==> src/rtl/core/ddo_pkg.sv <==
// ddo_pkg: shared constants, codes and the cordic arctangent table for the
// differential drive odometry core. No dependencies.
package ddo_pkg;

  localparam int ANGLE_BITS = 16;   // binary angle, full turn is 2^ANGLE_BITS
  localparam int CMD_FRAC   = 14;   // drive command fraction bits
  localparam int TRIG_FRAC  = 30;   // cosine and sine fraction bits
  localparam int ATAN_LEN   = 24;
  localparam int MUL_A_W    = 25;
  localparam int MUL_B_W    = 32;
  localparam int PROD_W     = MUL_A_W + MUL_B_W;
  localparam int POS_W      = 32;

  // inverse cordic gain in Q1.30
  localparam logic signed [31:0] CORDIC_K = 32'sd652032874;

  typedef enum logic {
    OP_TICK  = 1'b0,
    OP_LIDAR = 1'b1
  } op_e;

  typedef enum logic [7:0] {
    REG_TURN_GAIN = 8'd0,
    REG_MOVE_GAIN = 8'd1
  } reg_idx_e;

  // atan(2^-i) with a full turn of 2^32
  function automatic logic signed [31:0] atan_entry(input logic [4:0] idx);
    logic signed [31:0] val;
    case (idx)
      5'd0:    val = 32'sd536870912;
      5'd1:    val = 32'sd316933406;
      5'd2:    val = 32'sd167458907;
      5'd3:    val = 32'sd85004756;
      5'd4:    val = 32'sd42667331;
      5'd5:    val = 32'sd21354465;
      5'd6:    val = 32'sd10679838;
      5'd7:    val = 32'sd5340245;
      5'd8:    val = 32'sd2670163;
      5'd9:    val = 32'sd1335087;
      5'd10:   val = 32'sd667544;
      5'd11:   val = 32'sd333772;
      5'd12:   val = 32'sd166886;
      5'd13:   val = 32'sd83443;
      5'd14:   val = 32'sd41722;
      5'd15:   val = 32'sd20861;
      5'd16:   val = 32'sd10430;
      5'd17:   val = 32'sd5215;
      5'd18:   val = 32'sd2608;
      5'd19:   val = 32'sd1304;
      5'd20:   val = 32'sd652;
      5'd21:   val = 32'sd326;
      5'd22:   val = 32'sd163;
      5'd23:   val = 32'sd81;
      default: val = 32'sd0;
    endcase
    return val;
  endfunction

endpackage

==> src/rtl/core/ddo_cordic.sv <==
// ddo_cordic: iterative rotation-mode cordic, one micro-rotation per cycle
// through a shared shift/add unit. Depends on ddo_pkg.
module ddo_cordic #(
  parameter int TRIG_ITERATIONS = 16
) (
  input  logic                         clk_i,
  input  logic                         rst_ni,
  input  logic                         start_i,
  input  logic [ddo_pkg::ANGLE_BITS-1:0] angle_i,
  output logic                         done_o,
  output logic signed [31:0]           cos_o,
  output logic signed [31:0]           sin_o
);
  import ddo_pkg::*;

  localparam int CntW = $clog2(TRIG_ITERATIONS + 1);

  logic               busy_q, busy_d;
  logic               done_q, done_d;
  logic [CntW-1:0]    cnt_q, cnt_d;
  logic [1:0]         quad_q, quad_d;
  logic signed [31:0] x_q, x_d, y_q, y_d, r_q, r_d;

  logic [31:0]        z, zq, u;
  logic signed [31:0] sx, sy, tab;

  always_comb begin
    z   = 32'(angle_i) << (32 - ANGLE_BITS);
    zq  = z + 32'h2000_0000;
    u   = z - {zq[31:30], 30'd0};
    sx  = x_q >>> cnt_q;
    sy  = y_q >>> cnt_q;
    tab = atan_entry(5'(cnt_q));
  end

  always_comb begin
    busy_d = busy_q;
    done_d = 1'b0;
    cnt_d  = cnt_q;
    quad_d = quad_q;
    x_d    = x_q;
    y_d    = y_q;
    r_d    = r_q;
    if (start_i) begin
      busy_d = 1'b1;
      cnt_d  = '0;
      quad_d = zq[31:30];
      x_d    = CORDIC_K;
      y_d    = '0;
      r_d    = $signed(u);
    end else if (busy_q) begin
      if (!r_q[31]) begin
        x_d = x_q - sy;
        y_d = y_q + sx;
        r_d = r_q - tab;
      end else begin
        x_d = x_q + sy;
        y_d = y_q - sx;
        r_d = r_q + tab;
      end
      cnt_d = cnt_q + 1'b1;
      if (cnt_q == CntW'(TRIG_ITERATIONS - 1)) begin
        busy_d = 1'b0;
        done_d = 1'b1;
      end
    end
  end

  always_ff @(posedge clk_i or negedge rst_ni) begin
    if (!rst_ni) begin
      busy_q <= 1'b0;
      done_q <= 1'b0;
      cnt_q  <= '0;
      quad_q <= '0;
    end else begin
      busy_q <= busy_d;
      done_q <= done_d;
      cnt_q  <= cnt_d;
      quad_q <= quad_d;
    end
  end

  always_ff @(posedge clk_i) begin
    x_q <= x_d;
    y_q <= y_d;
    r_q <= r_d;
  end

  // put the removed quadrant back
  always_comb begin
    case (quad_q)
      2'd0: begin
        cos_o = x_q;
        sin_o = y_q;
      end
      2'd1: begin
        cos_o = -y_q;
        sin_o = x_q;
      end
      2'd2: begin
        cos_o = -x_q;
        sin_o = -y_q;
      end
      default: begin
        cos_o = y_q;
        sin_o = -x_q;
      end
    endcase
  end

  assign done_o = done_q;

endmodule

==> src/rtl/core/ddo_mac.sv <==
// ddo_mac: shared signed multiplier with a product register, followed by
// round-half-up rescaling and a saturating position add. Depends on ddo_pkg.
module ddo_mac (
  input  logic                                clk_i,
  input  logic                                mul_en_i,
  input  logic signed [ddo_pkg::MUL_A_W-1:0]  a_i,
  input  logic signed [ddo_pkg::MUL_B_W-1:0]  b_i,
  input  logic signed [ddo_pkg::POS_W-1:0]    base_i,
  output logic signed [ddo_pkg::MUL_A_W-1:0]  rnd14_o,
  output logic signed [ddo_pkg::POS_W-1:0]    sum_o
);
  import ddo_pkg::*;

  localparam logic signed [PROD_W-1:0] Half14 = PROD_W'(1) << (CMD_FRAC - 1);
  localparam logic signed [PROD_W-1:0] Half30 = PROD_W'(1) << (TRIG_FRAC - 1);

  logic signed [PROD_W-1:0] prod_q;
  logic signed [PROD_W-1:0] p14, p30;
  logic signed [26:0]       r30;
  logic signed [POS_W:0]    sum_w;

  always_ff @(posedge clk_i) begin
    if (mul_en_i) begin
      prod_q <= a_i * b_i;
    end
  end

  always_comb begin
    p14     = (prod_q + Half14) >>> CMD_FRAC;
    p30     = (prod_q + Half30) >>> TRIG_FRAC;
    rnd14_o = p14[MUL_A_W-1:0];
    r30     = p30[26:0];
    sum_w   = (POS_W+1)'(base_i) + (POS_W+1)'(r30);
    // clamp to the signed 32-bit range
    if (sum_w[POS_W] != sum_w[POS_W-1]) begin
      sum_o = sum_w[POS_W] ? {1'b1, {(POS_W-1){1'b0}}} : {1'b0, {(POS_W-1){1'b1}}};
    end else begin
      sum_o = sum_w[POS_W-1:0];
    end
  end

endmodule

==> src/rtl/core/diff_drive_odometry_lidar_project_core.sv <==
// Differential drive pose keeper with lidar point projection: the sequencer,
// pose and gain registers. Depends on ddo_pkg, ddo_cordic and ddo_mac.
//
// Usage: configuration writes (cfg_valid_i/cfg_ready_o, cfg_ready_o always high;
// index 0 = turn gain, 1 = move gain, other indexes ignored) are to be made only
// while the block is idle, which it does not enforce. Requests enter on in_valid_i/in_ready_o.
// A tick request (operation 0) turns the heading, moves the pose along the new
// heading and returns the pose; a lidar request (operation 1) returns the
// projected point and leaves the pose alone. Exactly one result per request
// leaves on out_valid_o/out_ready_i.
// Sequence: a tick steps through turn, move, cordic start, cordic wait, x
// product, y product, y add and done; a lidar request starts at cordic start.
// The cordic runs one micro-rotation per cycle and the shared multiplier
// registers each product. in_ready_o is high only while the sequencer is
// idle, so one request is in flight at a time.
// The result sits in an output register: a new request is accepted while a
// finished result still waits, and its own result waits in the last step until
// the output register is free.
// Reset clears the pose and heading to zero and loads the gains to their
// defaults (2086 and 655); no result is pending after reset.
module diff_drive_odometry_lidar_project_core #(
  parameter int TRIG_ITERATIONS = 16
) (
  input  logic               clk_i,
  input  logic               rst_ni,
  input  logic               cfg_valid_i,
  output logic               cfg_ready_o,
  input  logic [7:0]         cfg_index_i,
  input  logic [15:0]        cfg_data_i,
  input  logic               in_valid_i,
  output logic               in_ready_o,
  input  logic               operation_i,
  input  logic signed [15:0] left_drive_i,
  input  logic signed [15:0] right_drive_i,
  input  logic [23:0]        range_reading_i,
  input  logic [15:0]        scan_angle_i,
  output logic               out_valid_o,
  input  logic               out_ready_i,
  output logic               result_kind_o,
  output logic signed [31:0] x_pos_o,
  output logic signed [31:0] y_pos_o,
  output logic [15:0]        heading_out_o
);
  import ddo_pkg::*;

  typedef enum logic [8:0] {
    S_IDLE      = 9'b000000001,
    S_TURN      = 9'b000000010,
    S_MOVE      = 9'b000000100,
    S_TRIG_GO   = 9'b000001000,
    S_TRIG_WAIT = 9'b000010000,
    S_MULX      = 9'b000100000,
    S_MULY      = 9'b001000000,
    S_ADDY      = 9'b010000000,
    S_DONE      = 9'b100000000
  } state_e;

  localparam logic [ANGLE_BITS-1:0] Quarter = ANGLE_BITS'(1) << (ANGLE_BITS - 2);

  state_e state_q, state_d;

  logic [15:0]               turn_gain_q, move_gain_q;
  logic signed [POS_W-1:0]   pose_x_q, pose_y_q;
  logic [ANGLE_BITS-1:0]     heading_q;
  logic                      op_q;
  logic signed [15:0]        left_q, right_q;
  logic [15:0]               scan_q;
  logic signed [MUL_A_W-1:0] opnd_q;
  logic signed [POS_W-1:0]   res_x_q, res_y_q;
  logic                      out_valid_q;
  logic                      kind_q;
  logic signed [POS_W-1:0]   out_x_q, out_y_q;
  logic [15:0]               out_h_q;

  logic                      accept, out_free, is_tick;
  logic signed [16:0]        diff, total;
  logic                      mul_en;
  logic signed [MUL_A_W-1:0] mul_a, rnd14;
  logic signed [MUL_B_W-1:0] mul_b;
  logic signed [POS_W-1:0]   base, sum;
  logic                      trig_start, trig_done;
  logic [ANGLE_BITS-1:0]     trig_angle;
  logic signed [31:0]        cos_w, sin_w;

  assign cfg_ready_o = 1'b1;
  assign in_ready_o  = (state_q == S_IDLE);
  assign accept      = in_valid_i && in_ready_o;
  assign out_free    = !out_valid_q || out_ready_i;
  assign is_tick     = (op_q == OP_TICK);
  assign diff        = 17'(left_q) - 17'(right_q);
  assign total       = 17'(left_q) + 17'(right_q);

  always_ff @(posedge clk_i or negedge rst_ni) begin
    if (!rst_ni) begin
      turn_gain_q <= 16'd2086;
      move_gain_q <= 16'd655;
    end else if (cfg_valid_i && cfg_ready_o) begin
      case (cfg_index_i)
        REG_TURN_GAIN: turn_gain_q <= cfg_data_i;
        REG_MOVE_GAIN: move_gain_q <= cfg_data_i;
        default: ;
      endcase
    end
  end

  always_comb begin
    state_d = state_q;
    case (state_q)
      S_IDLE: begin
        if (accept) begin
          state_d = (operation_i == OP_TICK) ? S_TURN : S_TRIG_GO;
        end
      end
      S_TURN:      state_d = S_MOVE;
      S_MOVE:      state_d = S_TRIG_GO;
      S_TRIG_GO:   state_d = S_TRIG_WAIT;
      S_TRIG_WAIT: begin
        if (trig_done) begin
          state_d = S_MULX;
        end
      end
      S_MULX:      state_d = S_MULY;
      S_MULY:      state_d = S_ADDY;
      S_ADDY:      state_d = S_DONE;
      S_DONE: begin
        if (out_free) begin
          state_d = S_IDLE;
        end
      end
      default:     state_d = S_IDLE;
    endcase
  end

  // operand selection for the shared multiplier
  always_comb begin
    mul_en = 1'b0;
    mul_a  = opnd_q;
    mul_b  = cos_w;
    case (state_q)
      S_TURN: begin
        mul_en = 1'b1;
        mul_a  = $signed(MUL_A_W'(turn_gain_q));
        mul_b  = MUL_B_W'(diff);
      end
      S_MOVE: begin
        mul_en = 1'b1;
        mul_a  = $signed(MUL_A_W'(move_gain_q));
        mul_b  = MUL_B_W'(total);
      end
      S_MULX: begin
        mul_en = 1'b1;
        mul_b  = cos_w;
      end
      S_MULY: begin
        mul_en = 1'b1;
        mul_b  = sin_w;
      end
      default: ;
    endcase
  end

  assign base       = (state_q == S_ADDY) ? pose_y_q : pose_x_q;
  assign trig_start = (state_q == S_TRIG_GO);
  assign trig_angle = is_tick ? heading_q : heading_q + Quarter + ANGLE_BITS'(scan_q);

  ddo_mac u_mac (
    .clk_i    (clk_i),
    .mul_en_i (mul_en),
    .a_i      (mul_a),
    .b_i      (mul_b),
    .base_i   (base),
    .rnd14_o  (rnd14),
    .sum_o    (sum)
  );

  ddo_cordic #(
    .TRIG_ITERATIONS (TRIG_ITERATIONS)
  ) u_cordic (
    .clk_i   (clk_i),
    .rst_ni  (rst_ni),
    .start_i (trig_start),
    .angle_i (trig_angle),
    .done_o  (trig_done),
    .cos_o   (cos_w),
    .sin_o   (sin_w)
  );

  always_ff @(posedge clk_i or negedge rst_ni) begin
    if (!rst_ni) begin
      state_q     <= S_IDLE;
      op_q        <= OP_TICK;
      heading_q   <= '0;
      pose_x_q    <= '0;
      pose_y_q    <= '0;
      out_valid_q <= 1'b0;
    end else begin
      state_q <= state_d;
      if (accept) begin
        op_q <= operation_i;
      end
      if (state_q == S_MOVE) begin
        heading_q <= heading_q + ANGLE_BITS'(rnd14);
      end
      if (state_q == S_DONE && out_free) begin
        out_valid_q <= 1'b1;
        if (is_tick) begin
          pose_x_q <= res_x_q;
          pose_y_q <= res_y_q;
        end
      end else if (out_ready_i) begin
        out_valid_q <= 1'b0;
      end
    end
  end

  always_ff @(posedge clk_i) begin
    if (accept) begin
      left_q  <= left_drive_i;
      right_q <= right_drive_i;
      scan_q  <= scan_angle_i;
      opnd_q  <= $signed(MUL_A_W'(range_reading_i));
    end
    // move distance replaces the range operand on ticks
    if (state_q == S_TRIG_GO && is_tick) begin
      opnd_q <= rnd14;
    end
    if (state_q == S_MULY) begin
      res_x_q <= sum;
    end
    if (state_q == S_ADDY) begin
      res_y_q <= sum;
    end
    if (state_q == S_DONE && out_free) begin
      kind_q  <= op_q;
      out_x_q <= res_x_q;
      out_y_q <= res_y_q;
      out_h_q <= is_tick ? 16'(heading_q) : 16'(heading_q + ANGLE_BITS'(scan_q));
    end
  end

  assign out_valid_o   = out_valid_q;
  assign result_kind_o = kind_q;
  assign x_pos_o       = out_x_q;
  assign y_pos_o       = out_y_q;
  assign heading_out_o = out_h_q;

endmodule

==> config.mk <==
export PLATFORM = sky130hd
export DESIGN_NAME = diff_drive_odometry_lidar_project_core
export DESIGN_NICKNAME = d
export VERILOG_FILES = /design/src/rtl/core/ddo_pkg.sv /design/src/rtl/core/ddo_cordic.sv /design/src/rtl/core/ddo_mac.sv /design/src/rtl/core/diff_drive_odometry_lidar_project_core.sv
export SDC_FILE = /design/constraint.sdc
export NUM_CORES = 2
export LEC_CHECK = 0
export BUFFER_PORTS_ARGS = -buffer_cell sky130_fd_sc_hd__buf_4
export CORE_ASPECT_RATIO = 1.25
export CORE_MARGIN = 3
export CORE_UTILIZATION = 55
export DETAILED_ROUTE_END_ITERATION = 8
export PLACE_DENSITY_LB_ADDON = 0.1
export RECOVER_POWER = 25
export SETUP_SLACK_MARGIN = 0.05
export SYNTH_ARGS = -nofsm -noshare
export SYNTH_HDL_FRONTEND = slang
export SYNTH_SLANG_ARGS = --single-unit
==> constraint.sdc <==
create_clock -name clk_i -period 20.7 [get_ports clk_i]
set_input_delay 4.14 -clock clk_i [delete_from_list [all_inputs] [get_ports clk_i]]
set_output_delay 4.14 -clock clk_i [all_outputs]
set_load 0.05 [all_outputs]
### Yosys cells after proc, flatten, opt, wreduce, memory -nomap -nowiden

Memories as Yosys holds them, arrays and structs flattened.
Cells that the tools add are included.

| word-level totals | value |
|---|---|
| register bits | 503 |
| bits in latches | 0 |
| memory bits (writable) | 0 |
| bits in read-only memories | 960 |
| memories kept | 1 |

| operators by class | value |
|---|---|
| $add $sub $neg | 20 |
| $mul | 1 |
| divide/modulo/power cells | 0 |
| magnitude comparators | 0 |
| equality and inequality tests | 17 |
| shift-type cells | 2 |
| mux-type cells | 32 |
| bitwise gates (word level) | 1 |
| reduce and logical (&&, ||, !) cells | 15 |

Memory list:

| memory | words | bits a word | read ports | clocked after memory_dff | write ports | RTL line | source |
|---|---|---|---|---|---|---|---|
| (no name shown) | 32 | 30 | 1 | 0 | 0 | ddo_pkg.sv:30 | `case (idx)` |

Operators by type and width:

| operator | number |
|---|---|
| 32-bit case mux with 3 select lines | 3 |
| 32-bit two-way mux | 8 |
| 32-bit subtractor | 4 |
| 32-bit adder | 3 |
| 9-bit case mux with 9 select lines | 1 |
| 32-bit negation | 2 |
| 32-bit by 5-bit >>> shifter with 32-bit output | 2 |
| 57-bit by 31-bit adder with 57-bit output (second input constant) | 1 |
| 25-bit by 32-bit multiplier with 57-bit output | 1 |
| 25-bit two-way mux | 2 |
| 25-bit case mux with 2 select lines | 1 |
| 16-bit adder | 3 |
| 39-bit by 15-bit adder with 39-bit output (second input constant) | 1 |
| 32-bit by 27-bit adder with 33-bit output | 1 |
| 32-bit by 30-bit adder with 32-bit output (second input constant) | 1 |
| 16-bit two-way mux | 2 |
| 9-bit two-way mux | 3 |
| 16-bit by 16-bit adder with 17-bit output | 1 |
| 16-bit by 16-bit subtractor with 17-bit output | 1 |
| 16-bit by 15-bit adder with 16-bit output (second input constant) | 1 |
| 5-bit two-way mux | 2 |
| 9-bit by 1-bit == test with 1-bit output (second input constant) | 1 |
| 9-bit by 2-bit == test with 1-bit output (second input constant) | 1 |
| 9-bit by 3-bit == test with 1-bit output (second input constant) | 1 |
| other kinds (26) | 41 |

### Depth between registers and ports, before layout

| logic depth | value |
|---|---|
| word-level depth | 6 |
| mapped depth | 45 |

### Cells and area by module

From an unflattened synthesis, not the netlist that was laid out.

| second synthesis, totals | value |
|---|---|
| cells, all modules | 7061 |
| area total of the unflattened synthesis | 66791.6 µm² |

By module, submodules not included:

| module | instances | cells each | area an instance (µm²) | sequential area each (µm²) |
|---|---|---|---|---|
| ddo_mac | 1 | 3436 | 31858.1 | 1321.3 |
| ddo_cordic | 1 | 2263 | 18129.9 | 2467.4 |
| diff_drive_odometry_lidar_project_core | 1 | 1362 | 16803.6 | 9638.0 |

### Least setup slack after synthesis

No wires, ideal clock.

| timing path | value |
|---|---|
| path kind | register -> register |
| from | register state_q[2] |
| to | register u_mac.prod_q[56] (data pin) |
| arrival | 10.417 ns |
| data required time | 20.444 ns |
| slack | 10.027 ns |
| cell stages (with the launch flop) | 34 |
| path buffers | 6 |
| period minus slack after synthesis | 10.673 ns |
| path through | dfrtp_1 > buf_6 > or4_1 > clkbuf_1 > or3_1 > buf_2 > clkinv_1 > clkbuf_1 > clkbuf_1 > a22o_1 > clkbuf_1 > nor2_1 > fa_1 > fa_1 > inv_1 > fa_1 > inv_1 > fa_1 > fa_1 > fa_1 > inv_1 > fa_1 > inv_1 > ha_1 > and3_1 > nand2_1 > nor2_1 > a221oi_1 > o21ai_0 > a31oi_4 > o21ai_2 > a41o_1 > or4_1 > and4_1 |

| on the way | value |
|---|---|
| longest elaborated chain between the ends | 3 |
| elaborated cells on any way between the ends | 6 |

Ends and longest elaborated chain:

| item | RTL line | source |
|---|---|---|
| start, declared | diff_drive_odometry_lidar_project_core.sv:60 | `state_e state_q, state_d;` |
| start signal, assigned | diff_drive_odometry_lidar_project_core.sv:197 | `state_q <= state_d;` |
| 9-bit by 7-bit == test with 1-bit output, or another cell as far along | diff_drive_odometry_lidar_project_core.sv:139 | `case (state_q)` |
| 32-bit case mux with 3 select lines / 25-bit case mux with 2 select lines (equally long branches) | diff_drive_odometry_lidar_project_core.sv:139 |  |
| 25-bit by 32-bit multiplier with 57-bit output (*) | ddo_mac.sv:24 | `prod_q <= a_i * b_i;` |
| end signal, assigned | ddo_mac.sv:24 |  |
| end, declared | ddo_mac.sv:17 | `logic signed [PROD_W-1:0] prod_q;` |

Mark *: on every way between the ends. The rest lies on a longest branch, timed or not.
A chain may end at the register's enable or synchronous reset.

### Worst setup path after layout

Same ends and word-level chain as after synthesis.

==> summary.md <==
| Metric | Value |
|---|---|
| Status | complete, but fails checks |
| Failing checks | max-capacitance violations, max-slew violations |
| Period minus WS final | roughly 14 ns |
| Clk Tree Root Cell | clkbuf_16 |
| Avg Cell Area, Syn | just over 9 um^2 |
| Residual DRC count | 0 |
| Die W | roughly 310 um |
| Max frequency | about 70 MHz |
| Adder-cell area share of the yosys netlist | 0.328 |
| Compound-gate portion of the synthesized area | 0.117 |
| Post-Synthesis Cells | between 7000 and 8000 |
| Initial Util | 0.554 |
| Post-synthesis mux area share | 0.0756 |
| GRT Total Usage | 0.342 |
| EDFF count, synth | between 200 and 300 |
| Register bit count reported by yosys | between 400 and 500 |
| Main combinational cell family by area after synthesis | adder cells |
| Clk_lat worst skew | around 0.67 ns |
| CTS tree | yes |
| Post-CTS setup buffer count | 0 |
| Maxcap violations | 13 |
| CP Class | flip-flop to flip-flop |
| Die Span Y | 392 um |
| Max-slew headroom | -1.55 |
| Critical Path Start Type | flip-flop |
| CTS H-tree lvls | 2 |
| First-pass GRT wire length | 322000 um |
| Port bufs | 184 |
| Worst Skew | ~0.031 ns |
| Initial DRT Pass Iterations | 6 |
| Bufs on Longest Clock Path | 3 |
| Area Growth Syn to Fin | 7.31% |
| Full die area | between 100000 and 150000 um^2 |
| Vias | between 50000 and 60000 |
| Sequential element share of the synthesized area | 0.205 |
| Vias per Instance | around 6 |
| RSZ-0062 raised after global routing | no |
| Overall routed net length | 209000 um |
| # diodes | 0 |
| Slew @ Worst Pin | about 3.8 ns |
| Synth top area cells | fa_1 (26%), edfxtp_1 (13%), ha_1 (7.1%), inv_1 (5.5%), dfrtp_1 (4.6%) |
| Layout cells sized above 1 | 0.107 |
| Post-synth top area share | 0.256 |
| Slowest CP cell | clkbuf_1 |
| Ys flop type | edfxtp_1 |
| Met2 wire length | 97900 um |
| Post-CTS sizing | 0 |
| Post-route ant nets | 0 |
| Asr flop ratio synth | 0.269 |
| Drt initial violations | around 4500 |
| Final hold viol count | 0 |
| CP max FO | 54 |
| CTS Sinks | between 400 and 500 |
| Slew Limit Fails | roughly 530 |
| CP dominant cell by count | fa_1 |
| Ports | 186 |
| Post-Synth Simple-Gate Area | 0.137 |
| Arr. time, crit path | 14.73 ns |
| Sequential Area | between 10000 and 15000 um^2 |
| Fillers | about 10000 |
| Tcrit/Tclk final | 0.692 |
| Core Region | ~120000 um^2 |
| Setup TNS | 0 ns |
| Reg-to-reg setup timing slack | 6.38 ns |
| Initial antenna violation count | 4 |
| Final setup viols | 0 |
| GR Overflow Total | 0 |
| Top sig layer | met4 |
| Synth warnings | 0 |
| Syn_nets | 8394 |
| Distinct cells, synth | 103 |
| Crit path largest cell delay | between 2 and 2.5 ns |
| Cts bufs inserted | 55 |
| Endpoint class of the critical path | flip-flop |
| Post-synthesis xor/xnor area fraction | 0.0563 |
| Rows | about 140 |
| CTS clock-pin slew for the worst setup and hold paths | 0.07 ns |
| Min-Delay Path Class | flip-flop to flip-flop |
| Dpl hpwl | roughly 160000 um |
| Met3 WL post-DR | roughly 18000 um |
| Largest net degree at the start of global routing | 85 |
| Largest area contributor in the synthesized netlist | fa_1 |
| Netlist area before placement | ~66000 um^2 |
| Met1 Wirelength | 79000 um |
| Worst EP required | around 21 ns |
| Routability Congestion | 1.00 |
| Area occupied by multi-input gates | ~47000 um^2 |
| Fin nets | about 8400 |
| Vias in the first global route | approximately 54000 |
| Drt wl/cell | 24.1 um |
| CTS Hold Bufs | 0 |
==> metal layers <==
layer / GRT usage / vias up
met3: 0.0587 / 644
met2: 0.563 / 2487
met5: 0 / -
met4: 0.195 / 0
met1: 0.428 / 26100
li1: - / 23500
==> worst max-delay path: cells and delay by family (launching register included) <==
| family | cells | cell delay [ns] |
|---|---|---|
| AO/OA/AOI/OAI | 13 | 3.79 |
| adder cells (fa/ha/maj) | 8 | 3.84 |
| buffers and inverters | 8 | 3.71 |
| flip-flops | 1 | 0.47 |
| AND/OR/NAND/NOR | 6 | 2.25 |
==> worst paths after layout <==
path | startpoint | end | depth (start not counted)
setup / recovery | state_q[2] | u_mac.prod_q[56] | 35
hold / removal | res_x_q[0] | x_pos_o[0] | 0
setup reg to reg | state_q[2] | u_mac.prod_q[56] | 35
hold reg to reg | res_x_q[0] | x_pos_o[0] | 0
max in group asynchronous | rst_ni | u_cordic.cnt_q[3] | 2
min in group asynchronous | rst_ni | pose_x_q[20] | 1
==> final cells by class <==
| class | count | area share |
|---|---|---|
| multi-input cells | 5222 | 0.667 |
| flip-flops and latches | 490 | 0.191 |
| inverters | 970 | 0.0517 |
| repair buffers | 330 | 0.0343 |
| well taps | 1573 | 0.0280 |
| clock buffers | 66 | 0.0207 |
| clock inverters | 38 | 0.00709 |
==> stage by stage <==
stage	util	area, um^2	cells	setup slack, ns	hold WS [ns]
final	0.595	70400	8689	6.38	0.445
after global routing	0.595	70400	8689	5.57	0.462
after CTS	0.595	70500	8689	8.89	0.443
after detailed placement	0.579	68500	8585	8.90	0.429
after global placement	0.579	68500	8585	9.05	0.428
after floorplan	-	65600	7082	10.03	0.420
==> flip-flops by register name, indices dropped and copies added, names as in the netlist, 25 cells and up <==
signal,count
x_pos_o,32
pose_y_q,32
opnd_q,25
u_cordic.x_q,32
u_cordic.r_q,32
u_mac.prod_q,44
res_x_q,32
y_pos_o,32
pose_x_q,32
res_y_q,32
u_cordic.y_q,32
==> cell usage after synthesis (112+ instances only) <==
cell and count:
mux2i_1 112, xor2_1 160, a21oi_1 326, ha_1 370, fa_1 840, inv_1 964
o21ai_0 230, mux2_2 187, edfxtp_1 294, nor2_1 691, nand2_1 789, xnor2_1 262
dfrtp_1 121, clkbuf_1 310
==> layout by cell type (no fill, tap or decap), types with 87 or more instances in the layout <==
master / synthesis / routed
dfrtp_1: 121 / 113
ha_1: 370 / 370
nand3_1: 87 / 87
o21ai_0: 230 / 230
mux2i_1: 112 / 112
a21oi_1: 326 / 325
mux2_2: 187 / 186
xnor2_1: 262 / 262
xor2_1: 160 / 160
inv_1: 964 / 965
edfxtp_1: 294 / 294
nand2_1: 789 / 788
a21o_1: 104 / 104
fa_1: 840 / 840
buf_4: 10 / 285
nor2_1: 691 / 689
==> logic make-up (layout without fill, tap and decap cells) <==
family	Yosys count	after routing
other	1	1
buffers and inverters	1370	1404
AO/OA/AOI/OAI	1168	1168
flip-flops	490	490
AND/OR/NAND/NOR	2035	2035
multiplexers	376	376
adder cells (fa/ha/maj)	1220	1220
XOR/XNOR	422	422
Power is left out: the tool's default activity adds up to more than one toggle a clock period on the data nets, which glitch-free logic cannot reach.
